**src/clns_pkg.sv**
```systemverilog
// Shared types, constants and step tables for the character LCD nibble sequencer.
package clns_pkg;

  localparam int unsigned ROW_COUNT        = 4;
  localparam int unsigned POWER_UP_WAIT_US = 50000;
  localparam int unsigned CLEAR_WAIT_US    = 5000;

  localparam logic [15:0] PULSE_US    = 16'd2;
  localparam logic [15:0] INIT_GAP_US = 16'd200;
  localparam logic [15:0] BYTE_GAP_US = 16'd40;
  localparam int unsigned CLEAR_SUM   = 40 + CLEAR_WAIT_US;
  localparam logic [15:0] CLEAR_HOLD_US =
    (CLEAR_SUM > 65535) ? 16'hFFFF : CLEAR_SUM[15:0];
  localparam logic [15:0] POWER_UP_US = POWER_UP_WAIT_US[15:0];
  localparam logic [2:0]  ROW_LIMIT   = ROW_COUNT[2:0];

  localparam logic [3:0] PRE_LAST = 4'd9;
  localparam logic [2:0] SUB_LAST = 3'd4;
  localparam logic [1:0] SEL_LAST = 2'd3;

  typedef enum logic [3:0] {
    OP_INIT   = 4'd0,
    OP_CMD    = 4'd1,
    OP_DATA   = 4'd2,
    OP_MOVE   = 4'd3,
    OP_CLEAR  = 4'd4,
    OP_ON     = 4'd5,
    OP_CURSOR = 4'd6,
    OP_BLINK  = 4'd7,
    OP_DIR    = 4'd8,
    OP_SCROLL = 4'd9
  } clns_op_t;

  typedef enum logic [1:0] {
    CFG_FUNC  = 2'd0,
    CFG_DISP  = 2'd1,
    CFG_ENTRY = 2'd2
  } clns_cfg_t;

  typedef enum logic [1:0] {
    KIND_NONE,
    KIND_INIT,
    KIND_BYTE,
    KIND_BAD
  } clns_kind_t;

  typedef enum logic [1:0] {
    ST_IDLE,
    ST_PRE,
    ST_BYTE,
    ST_ERR
  } clns_state_t;

  typedef struct packed {
    logic       load;
    logic       emit;
    logic       pre;
    logic [3:0] pre_idx;
    logic [2:0] sub;
    logic [1:0] sel;
    logic       last;
    logic       err;
  } clns_cmd_t;

  typedef struct packed {
    logic       free;
    clns_kind_t kind;
  } clns_stat_t;

  typedef struct packed {
    logic        e;
    logic [3:0]  nib;
    logic [15:0] hold;
  } clns_pin_t;

  function automatic logic [6:0] row_base(input logic [1:0] idx);
    case (idx)
      2'd0:    row_base = 7'h00;
      2'd1:    row_base = 7'h40;
      2'd2:    row_base = 7'h10;
      default: row_base = 7'h50;
    endcase
  endfunction

  // power-up nibble sequence ahead of the four init bytes
  function automatic clns_pin_t pre_step(input logic [3:0] idx);
    clns_pin_t p;
    p = '{e: 1'b0, nib: 4'd3, hold: PULSE_US};
    case (idx)
      4'd0:    p = '{e: 1'b0, nib: 4'd0, hold: POWER_UP_US};
      4'd1:    p = '{e: 1'b0, nib: 4'd3, hold: PULSE_US};
      4'd2, 4'd4, 4'd6: p = '{e: 1'b1, nib: 4'd3, hold: PULSE_US};
      4'd3, 4'd5, 4'd7: p = '{e: 1'b0, nib: 4'd3, hold: INIT_GAP_US};
      4'd8:    p = '{e: 1'b1, nib: 4'd2, hold: PULSE_US};
      4'd9:    p = '{e: 1'b0, nib: 4'd2, hold: INIT_GAP_US};
      default: p = '{e: 1'b0, nib: 4'd0, hold: 16'd0};
    endcase
    return p;
  endfunction

endpackage

```
**src/clns_ctrl.sv**
```systemverilog
// Sequencing state machine: walks the power-up steps, the five steps of each byte and the bad-row error step.
module clns_ctrl (
  input  logic                clk,
  input  logic                rst,
  input  logic                s_tvalid,
  output logic                s_tready,
  input  clns_pkg::clns_stat_t stat,
  output clns_pkg::clns_cmd_t  cmd
);
  import clns_pkg::*;

  clns_state_t state, state_next;
  logic [3:0] pre_idx, pre_idx_next;
  logic [2:0] sub, sub_next;
  logic [1:0] sel, sel_next;

  always_ff @(posedge clk) begin
    if (rst) begin
      state   <= ST_IDLE;
      pre_idx <= '0;
      sub     <= '0;
      sel     <= '0;
    end else begin
      state   <= state_next;
      pre_idx <= pre_idx_next;
      sub     <= sub_next;
      sel     <= sel_next;
    end
  end

  always_comb begin
    state_next   = state;
    pre_idx_next = pre_idx;
    sub_next     = sub;
    sel_next     = sel;
    s_tready     = 1'b0;
    cmd          = '0;
    cmd.pre_idx  = pre_idx;
    cmd.sub      = sub;
    cmd.sel      = sel;
    case (state)
      ST_IDLE: begin
        s_tready = 1'b1;
        cmd.load = s_tvalid;
        if (s_tvalid) begin
          pre_idx_next = '0;
          sub_next     = '0;
          case (stat.kind)
            KIND_INIT: begin
              state_next = ST_PRE;
              sel_next   = 2'd0;
            end
            KIND_BYTE: begin
              state_next = ST_BYTE;
              sel_next   = SEL_LAST;
            end
            KIND_BAD: state_next = ST_ERR;
            default:  state_next = ST_IDLE;
          endcase
        end
      end
      ST_PRE: begin
        cmd.pre  = 1'b1;
        cmd.emit = stat.free;
        if (stat.free) begin
          if (pre_idx == PRE_LAST) begin
            state_next = ST_BYTE;
          end else begin
            pre_idx_next = pre_idx + 4'd1;
          end
        end
      end
      ST_BYTE: begin
        cmd.emit = stat.free;
        cmd.last = (sub == SUB_LAST) && (sel == SEL_LAST);
        if (stat.free) begin
          if (sub == SUB_LAST) begin
            sub_next = '0;
            if (sel == SEL_LAST) begin
              state_next = ST_IDLE;
            end else begin
              sel_next = sel + 2'd1;
            end
          end else begin
            sub_next = sub + 3'd1;
          end
        end
      end
      ST_ERR: begin
        cmd.err  = 1'b1;
        cmd.last = 1'b1;
        cmd.emit = stat.free;
        if (stat.free) state_next = ST_IDLE;
      end
      default: state_next = ST_IDLE;
    endcase
  end

endmodule

```
**src/clns_dp.sv**
```systemverilog
// Datapath: settings, display and entry bits, request latch, step builder and output register.
module clns_dp (
  input  logic                clk,
  input  logic                rst,
  input  logic [23:0]         s_tdata,
  input  logic [3:0]          s_tuser,
  input  logic                cfg_valid,
  input  logic [1:0]          cfg_index,
  input  logic [4:0]          cfg_data,
  input  clns_pkg::clns_cmd_t  cmd,
  output clns_pkg::clns_stat_t stat,
  output logic                m_tvalid,
  input  logic                m_tready,
  output logic [23:0]         m_tdata,
  output logic [0:0]          m_tuser,
  output logic                m_tlast
);
  import clns_pkg::*;

  logic [4:0] func_bits;
  logic [2:0] disp_init;
  logic [1:0] entry_init;
  logic [2:0] disp_bits;
  logic [1:0] entry_bits;
  logic       init_mode;
  logic       clear_mode;
  logic       rs;
  logic [7:0] req_byte;

  logic [3:0] opcode;
  logic [7:0] data_byte;
  logic [2:0] row_number;
  logic [6:0] column_number;
  logic       flag_value;
  logic       row_bad;
  logic [6:0] addr;
  logic [2:0] disp_new;
  logic [1:0] entry_new;
  logic [7:0] byte_new;

  logic [7:0] cur_byte;
  logic [3:0] nib;
  clns_pin_t  pin;
  logic       step_rs;

  assign opcode        = s_tuser;
  assign data_byte     = s_tdata[7:0];
  assign row_number    = s_tdata[10:8];
  assign column_number = s_tdata[17:11];
  assign flag_value    = s_tdata[18];

  assign row_bad = (row_number == 3'd0) || (row_number > ROW_LIMIT);
  assign addr    = row_base(2'(row_number - 3'd1)) + column_number;

  always_comb begin
    disp_new  = disp_bits;
    entry_new = entry_bits;
    byte_new  = data_byte;
    stat.free = !m_tvalid || m_tready;
    stat.kind = KIND_BYTE;
    case (opcode)
      OP_INIT:   stat.kind = KIND_INIT;
      OP_CMD, OP_DATA: byte_new = data_byte;
      OP_MOVE: begin
        byte_new = {1'b1, addr};
        if (row_bad) stat.kind = KIND_BAD;
      end
      OP_CLEAR:  byte_new = 8'h01;
      OP_ON, OP_CURSOR, OP_BLINK: begin
        disp_new[2'(OP_BLINK - opcode)] = flag_value;
        byte_new = {5'b00001, disp_new};
      end
      OP_DIR, OP_SCROLL: begin
        entry_new[1'(OP_SCROLL - opcode)] = flag_value;
        byte_new = {6'b000001, entry_new};
      end
      default:   stat.kind = KIND_NONE;
    endcase
  end

  always_ff @(posedge clk) begin
    if (rst) begin
      func_bits  <= 5'd8;
      disp_init  <= 3'd4;
      entry_init <= 2'd2;
      disp_bits  <= '0;
      entry_bits <= '0;
    end else begin
      if (cfg_valid) begin
        case (cfg_index)
          CFG_FUNC:  func_bits  <= cfg_data;
          CFG_DISP:  disp_init  <= cfg_data[2:0];
          CFG_ENTRY: entry_init <= cfg_data[1:0];
          default:   ;
        endcase
      end
      if (cmd.load) begin
        if (opcode == OP_INIT) begin
          disp_bits  <= disp_init;
          entry_bits <= entry_init;
        end else begin
          disp_bits  <= disp_new;
          entry_bits <= entry_new;
        end
      end
    end
  end

  always_ff @(posedge clk) begin
    if (cmd.load) begin
      init_mode  <= (opcode == OP_INIT);
      clear_mode <= (opcode == OP_INIT) || (opcode == OP_CLEAR);
      rs         <= (opcode == OP_DATA);
      req_byte   <= byte_new;
    end
  end

  always_comb begin
    cur_byte = req_byte;
    if (init_mode) begin
      case (cmd.sel)
        2'd0:    cur_byte = {3'b001, func_bits};
        2'd1:    cur_byte = {5'b00001, disp_bits};
        2'd2:    cur_byte = {6'b000001, entry_bits};
        default: cur_byte = 8'h01;
      endcase
    end
    nib = (cmd.sub < 3'd3) ? cur_byte[7:4] : cur_byte[3:0];
    step_rs = rs;
    if (cmd.err) begin
      pin     = '0;
      step_rs = 1'b0;
    end else if (cmd.pre) begin
      pin     = pre_step(cmd.pre_idx);
      step_rs = 1'b0;
    end else begin
      pin.e   = (cmd.sub == 3'd1) || (cmd.sub == 3'd3);
      pin.nib = nib;
      if (cmd.sub != SUB_LAST) pin.hold = PULSE_US;
      else if (cmd.sel == SEL_LAST && clear_mode) pin.hold = CLEAR_HOLD_US;
      else pin.hold = BYTE_GAP_US;
    end
  end

  always_ff @(posedge clk) begin
    if (rst) begin
      m_tvalid <= 1'b0;
    end else if (cmd.emit) begin
      m_tvalid <= 1'b1;
    end else if (m_tready) begin
      m_tvalid <= 1'b0;
    end
  end

  always_ff @(posedge clk) begin
    if (cmd.emit) begin
      m_tdata <= {1'b0, pin.hold, pin.nib, pin.e, 1'b0, step_rs};
      m_tuser <= cmd.err;
      m_tlast <= cmd.last;
    end
  end

endmodule

```
**src/char_lcd_nibble_sequencer.sv**
```systemverilog
// Top level of the character LCD nibble sequencer.
// Requests arrive on the s_ channel (opcode in s_tuser) and leave as timed pin
// steps on the m_ channel; m_tlast marks the final step of a request and
// m_tuser flags a rejected cursor row. Settings are written on the cfg_
// channel, always ready, and must only change while the block is idle.
// A request is taken while the controller is idle; each of its steps is then
// registered in the output register before it appears. Steps leave one per
// cycle while m_tready is high: five per byte request, thirty for init, one
// for a bad row, none for unused opcodes. The controller steps through one pin
// state per cycle into the single output register while it is free, and takes
// no new request until it is back in idle after a request's last step.
// When the receiver stalls, the output register holds its step and the
// controller waits; nothing is dropped. Reset restores the default settings,
// clears display and entry bits and leaves the output empty.
module char_lcd_nibble_sequencer (
  input  logic        clk,
  input  logic        rst,
  input  logic        s_tvalid,
  output logic        s_tready,
  input  logic [23:0] s_tdata,  // data_byte, row_number, column_number, flag_value, pad
  input  logic [3:0]  s_tuser,  // opcode
  output logic        m_tvalid,
  input  logic        m_tready,
  output logic [23:0] m_tdata,  // reg_select, read_write, enable_pin, data_nibble, hold_us, pad
  output logic [0:0]  m_tuser,  // status
  output logic        m_tlast,
  input  logic        cfg_valid,
  output logic        cfg_ready,
  input  logic [1:0]  cfg_index,
  input  logic [4:0]  cfg_data
);
  import clns_pkg::*;

  clns_cmd_t  cmd;
  clns_stat_t stat;

  assign cfg_ready = 1'b1;

  clns_ctrl u_ctrl (
    .clk      (clk),
    .rst      (rst),
    .s_tvalid (s_tvalid),
    .s_tready (s_tready),
    .stat     (stat),
    .cmd      (cmd)
  );

  clns_dp u_dp (
    .clk       (clk),
    .rst       (rst),
    .s_tdata   (s_tdata),
    .s_tuser   (s_tuser),
    .cfg_valid (cfg_valid),
    .cfg_index (cfg_index),
    .cfg_data  (cfg_data),
    .cmd       (cmd),
    .stat      (stat),
    .m_tvalid  (m_tvalid),
    .m_tready  (m_tready),
    .m_tdata   (m_tdata),
    .m_tuser   (m_tuser),
    .m_tlast   (m_tlast)
  );

endmodule
```
**config.mk**
```make
export PLATFORM = sky130hd
export DESIGN_NAME = char_lcd_nibble_sequencer
export DESIGN_NICKNAME = d
export VERILOG_FILES = /design/src/clns_pkg.sv /design/src/clns_ctrl.sv /design/src/clns_dp.sv /design/src/char_lcd_nibble_sequencer.sv
export SDC_FILE = /design/constraint.sdc
export NUM_CORES = 1
export LEC_CHECK = 0
export BUFFER_PORTS_ARGS = -buffer_cell sky130_fd_sc_hd__buf_2
export CAP_MARGIN = 20
export CORE_MARGIN = 4
export CORE_UTILIZATION = 55
export DETAILED_ROUTE_END_ITERATION = 10
export GPL_TIMING_DRIVEN = 0
export PLACE_DENSITY = 0.8
export SYNTH_ARGS = -nofsm -noshare
export SYNTH_HDL_FRONTEND = slang
export SYNTH_SLANG_ARGS = --single-unit
```
**constraint.sdc**
```tcl
create_clock -name clk -period 5.9 [get_ports clk]
set_input_delay 1.18 -clock clk [delete_from_list [all_inputs] [get_ports clk]]
set_output_delay 1.18 -clock clk [all_outputs]
set_load 0.01 [all_outputs]
```
==> metrics.cfg <==
[critical_path]
critPathSlowestCell=or3b_2
crit_path_cell_trace=buf_2 > clkbuf_1 > and2_1 > clkbuf_1 > a21o_1 > nand2_1 > ha_1 > or3b_2 > a21oi_1 > nor2_1 > a311oi_1
critical_path.top_delay_family=simple AND/OR/NAND/NOR gates
crit_path_start=s_tuser[0]
critPathKind=in -> reg
slowest_delay_ns=0.43
setup.worst_path.end_class=flop
worstPathArrival_ns=3.73
crit_path_start_kind=input port
cp_num_buf_inv=3
cp.depth=11
cp.required_ns=6.13
cp_max_fo=10
crit_end=u_ctrl.sel[1]$_SDFFE_PP0P_
reg2reg_slack_ns=3.53
reg2reg_from=u_ctrl.pre_idx[1]$_SDFFE_PP0N_
r2r_cells=10
cp_common_cell=clkbuf_1

[pwr]
seq_power_share_pct=46.3
intPower_mw=0.784
clock_power_share_pct=38.5
swShare_pct=24.7
power.leakage_nw=1.73
p_switching_mw=0.258
pwr-share-comb_pct=15.3
vdd_drop_max_uv=160
p_per_area_mw_per_mm2=258

[floorplan]
die_w_um=87.0
io_pins=69
coreArea_mm2=0.00599
dieArea_mm2=0.00757
start_util_pct=57.3
core.rowCount=28
die_h_um=87.0

[detailed_routing]
drtAntennaViolNets=0
drc=0
via_per_inst=5.57
drt_iter0_markers=199
wire_per_inst_um=14.5
dr_total_vias=2836
first_pass_iters=5
drt_wl_total_mm=7.41

[sta]
hold_viol_final=0
final.setup.tns_ns=0
fmax_ghz=0.286
worstMarginPinSlew_ns=0.942
clock_skew_ns=0.00713
period_minus_slack_ns=3.50
final_max_slew_viol_count=0
fin_crit_sh_pct=59.3
rsz0062_at_grt=no
setup_viol=0
slew_headroom_pct=37.1

[synthesis]
yosysTopAreaCell=edfxtp_1
syn_area_per_cell_um2=9.61
yosysWarningCount=0
synthTopCellsByCount=nor2_1, dfxtp_1, edfxtp_1, nand2_1, mux2i_1
netlist.area_leader.share_pct=23.6
ys_top_cells_by_area=edfxtp_1, dfxtp_1, mux2i_1
ys_seq_area_share_pct=43.5
syn_area_mm2=0.00343
yosysUniqueCellTypes=69
synth-edff-count=27
syn_inst=357
ys_seq_elements=61
synthFlopType=dfxtp_1
async_flop_share_pct=0
yosys.cell_count.top_type=nor2_1

[grt]
overflow=0
grt_pass1_vias=2557
grt.total_usage_pct=20.5
grt_pass1_wl_mm=12.1
antenna_found_initial=0
grt_max_degree=20

[worst_hold_path]
hold_class=reg -> reg

[clocking]
ctsHoldBuffers=0
htree_levels=3
ctsLongestPathBuffers=2
worstSkewPairLatency_ns=0.33
post_cts_buffers=0
path_clk_slew_ns=0.06
cts_root_buffer=clkbuf_8
numCtsBuffers=9
cts_sinks=61
post_cts_resized=0
tritoncts=built

[final_layout]
drive_gt1_share_pct=22.1
area_growth_pct=17.9
layout.nets=485
diodes=0
stdcell_count=509

[placed_design]
port_buffers=54
dp_hpwl_mm=5.70
dp.cells=493
gp_congestion=0.879

[flow_run]
maxCapViolCount=0

[outcome]
outcome=finished clean

## cells by family (layout without fill, tap and decap cells)
family          after synthesis  count (layout)  share of synthesized area, %
simple gates                118             118                          18.3
buf+inv                      47             118                          6.60
flops                        61              61                          43.5
xor+xnor                      4               4                          1.02
compound gates               82              82                          16.2
fa+ha+maj                    16              16                          5.84
mux                          27              27                          8.39
other cells                   2               8                         0.219
## layout by cell type, fill, tap and decap left out, types with 8 or more instances in the layout
| cell type | netlist | final |
|---|---|---|
| a21oi_1 | 23 | 23 |
| ha_1 | 16 | 16 |
| conb_1 | 2 | 8 |
| buf_2 | 1 | 55 |
| mux2i_1 | 24 | 24 |
| clkbuf_8 | 0 | 10 |
| edfxtp_1 | 27 | 27 |
| nor2b_1 | 10 | 10 |
| nor2_1 | 37 | 37 |
| nand2_1 | 27 | 27 |
| clkbuf_1 | 13 | 14 |
| o21ai_0 | 18 | 18 |
| buf_4 | 11 | 11 |
| inv_1 | 18 | 18 |
| dfxtp_1 | 34 | 34 |
## through the flow
step | cell area (µm²) | hold WS, ns | power (mW) | worst slack [ns] | util, %
6_report | 4040 | 0.477 | 1.04 | 2.40 | 67.5
3_3_place_gp | 3820 | 0.459 | 0.640 | 2.19 | 63.7
2_1_floorplan | 3450 | 0.441 | 0.593 | 2.64 | -
4_1_cts | 4040 | 0.478 | 1.05 | 2.46 | 67.5
3_5_place_dp | 3830 | 0.468 | 0.648 | 2.09 | 63.9
5_1_grt | 4040 | 0.505 | 1.09 | 2.21 | 67.5
## worst min-delay path by stage
stage,slack [ns],to,depth (start not counted),from
global route,0.51,u_dp.entry_bits[1]$_SDFFE_PP0P_,2,u_dp.entry_bits[1]$_SDFFE_PP0P_
CTS,0.48,u_dp.entry_bits[1]$_SDFFE_PP0P_,2,u_dp.entry_bits[1]$_SDFFE_PP0P_
floorplan,0.44,u_dp.entry_bits[1]$_SDFFE_PP0P_,2,u_dp.entry_bits[1]$_SDFFE_PP0P_
global placement,0.46,u_dp.entry_bits[1]$_SDFFE_PP0P_,2,u_dp.entry_bits[1]$_SDFFE_PP0P_
detailed placement,0.47,u_dp.entry_bits[1]$_SDFFE_PP0P_,2,u_dp.entry_bits[1]$_SDFFE_PP0P_
finish,0.48,u_dp.entry_bits[1]$_SDFFE_PP0P_,2,u_dp.entry_bits[1]$_SDFFE_PP0P_
## metal layers
metal  vias up  share of wire [%]  track usage [%]
li1       1405                  -                -
met1      1313                 45             27.8
met2       103                 47             33.0
met3        15                5.9             3.78
met4         0                1.6             7.22
met5         -                  0                0
## final cells by class
class,instances,area [µm²]
sequential,61,1490
fill,482,1950
buffer,27,151
timing repair buffer,55,282
multi-input combinational,255,1740
inverter,20,75.1
clock inverter,5,73.8
clock buffer,11,141
tap,75,93.8
## worst reg2reg max path, delay by kind of cell (launching register included)
family	cells	cell delay, ns
buffers and inverters	3	0.21
DFF	1	0.39
and+or+nand+nor	2	0.64
adders and majority gates	2	0.50
muxes	1	0.12
AOI/OAI and AO/OA	2	0.41
## power groups by stage
stage,logic [mW],registers (mW),clock network [mW]
5_1_grt,0.176,0.484,0.426
4_1_cts,0.158,0.482,0.408
3_5_place_dp,0.157,0.491,0
3_3_place_gp,0.150,0.490,0
6_report,0.159,0.482,0.401
2_1_floorplan,0.0993,0.494,0
(Power assumes the default switching activity.)
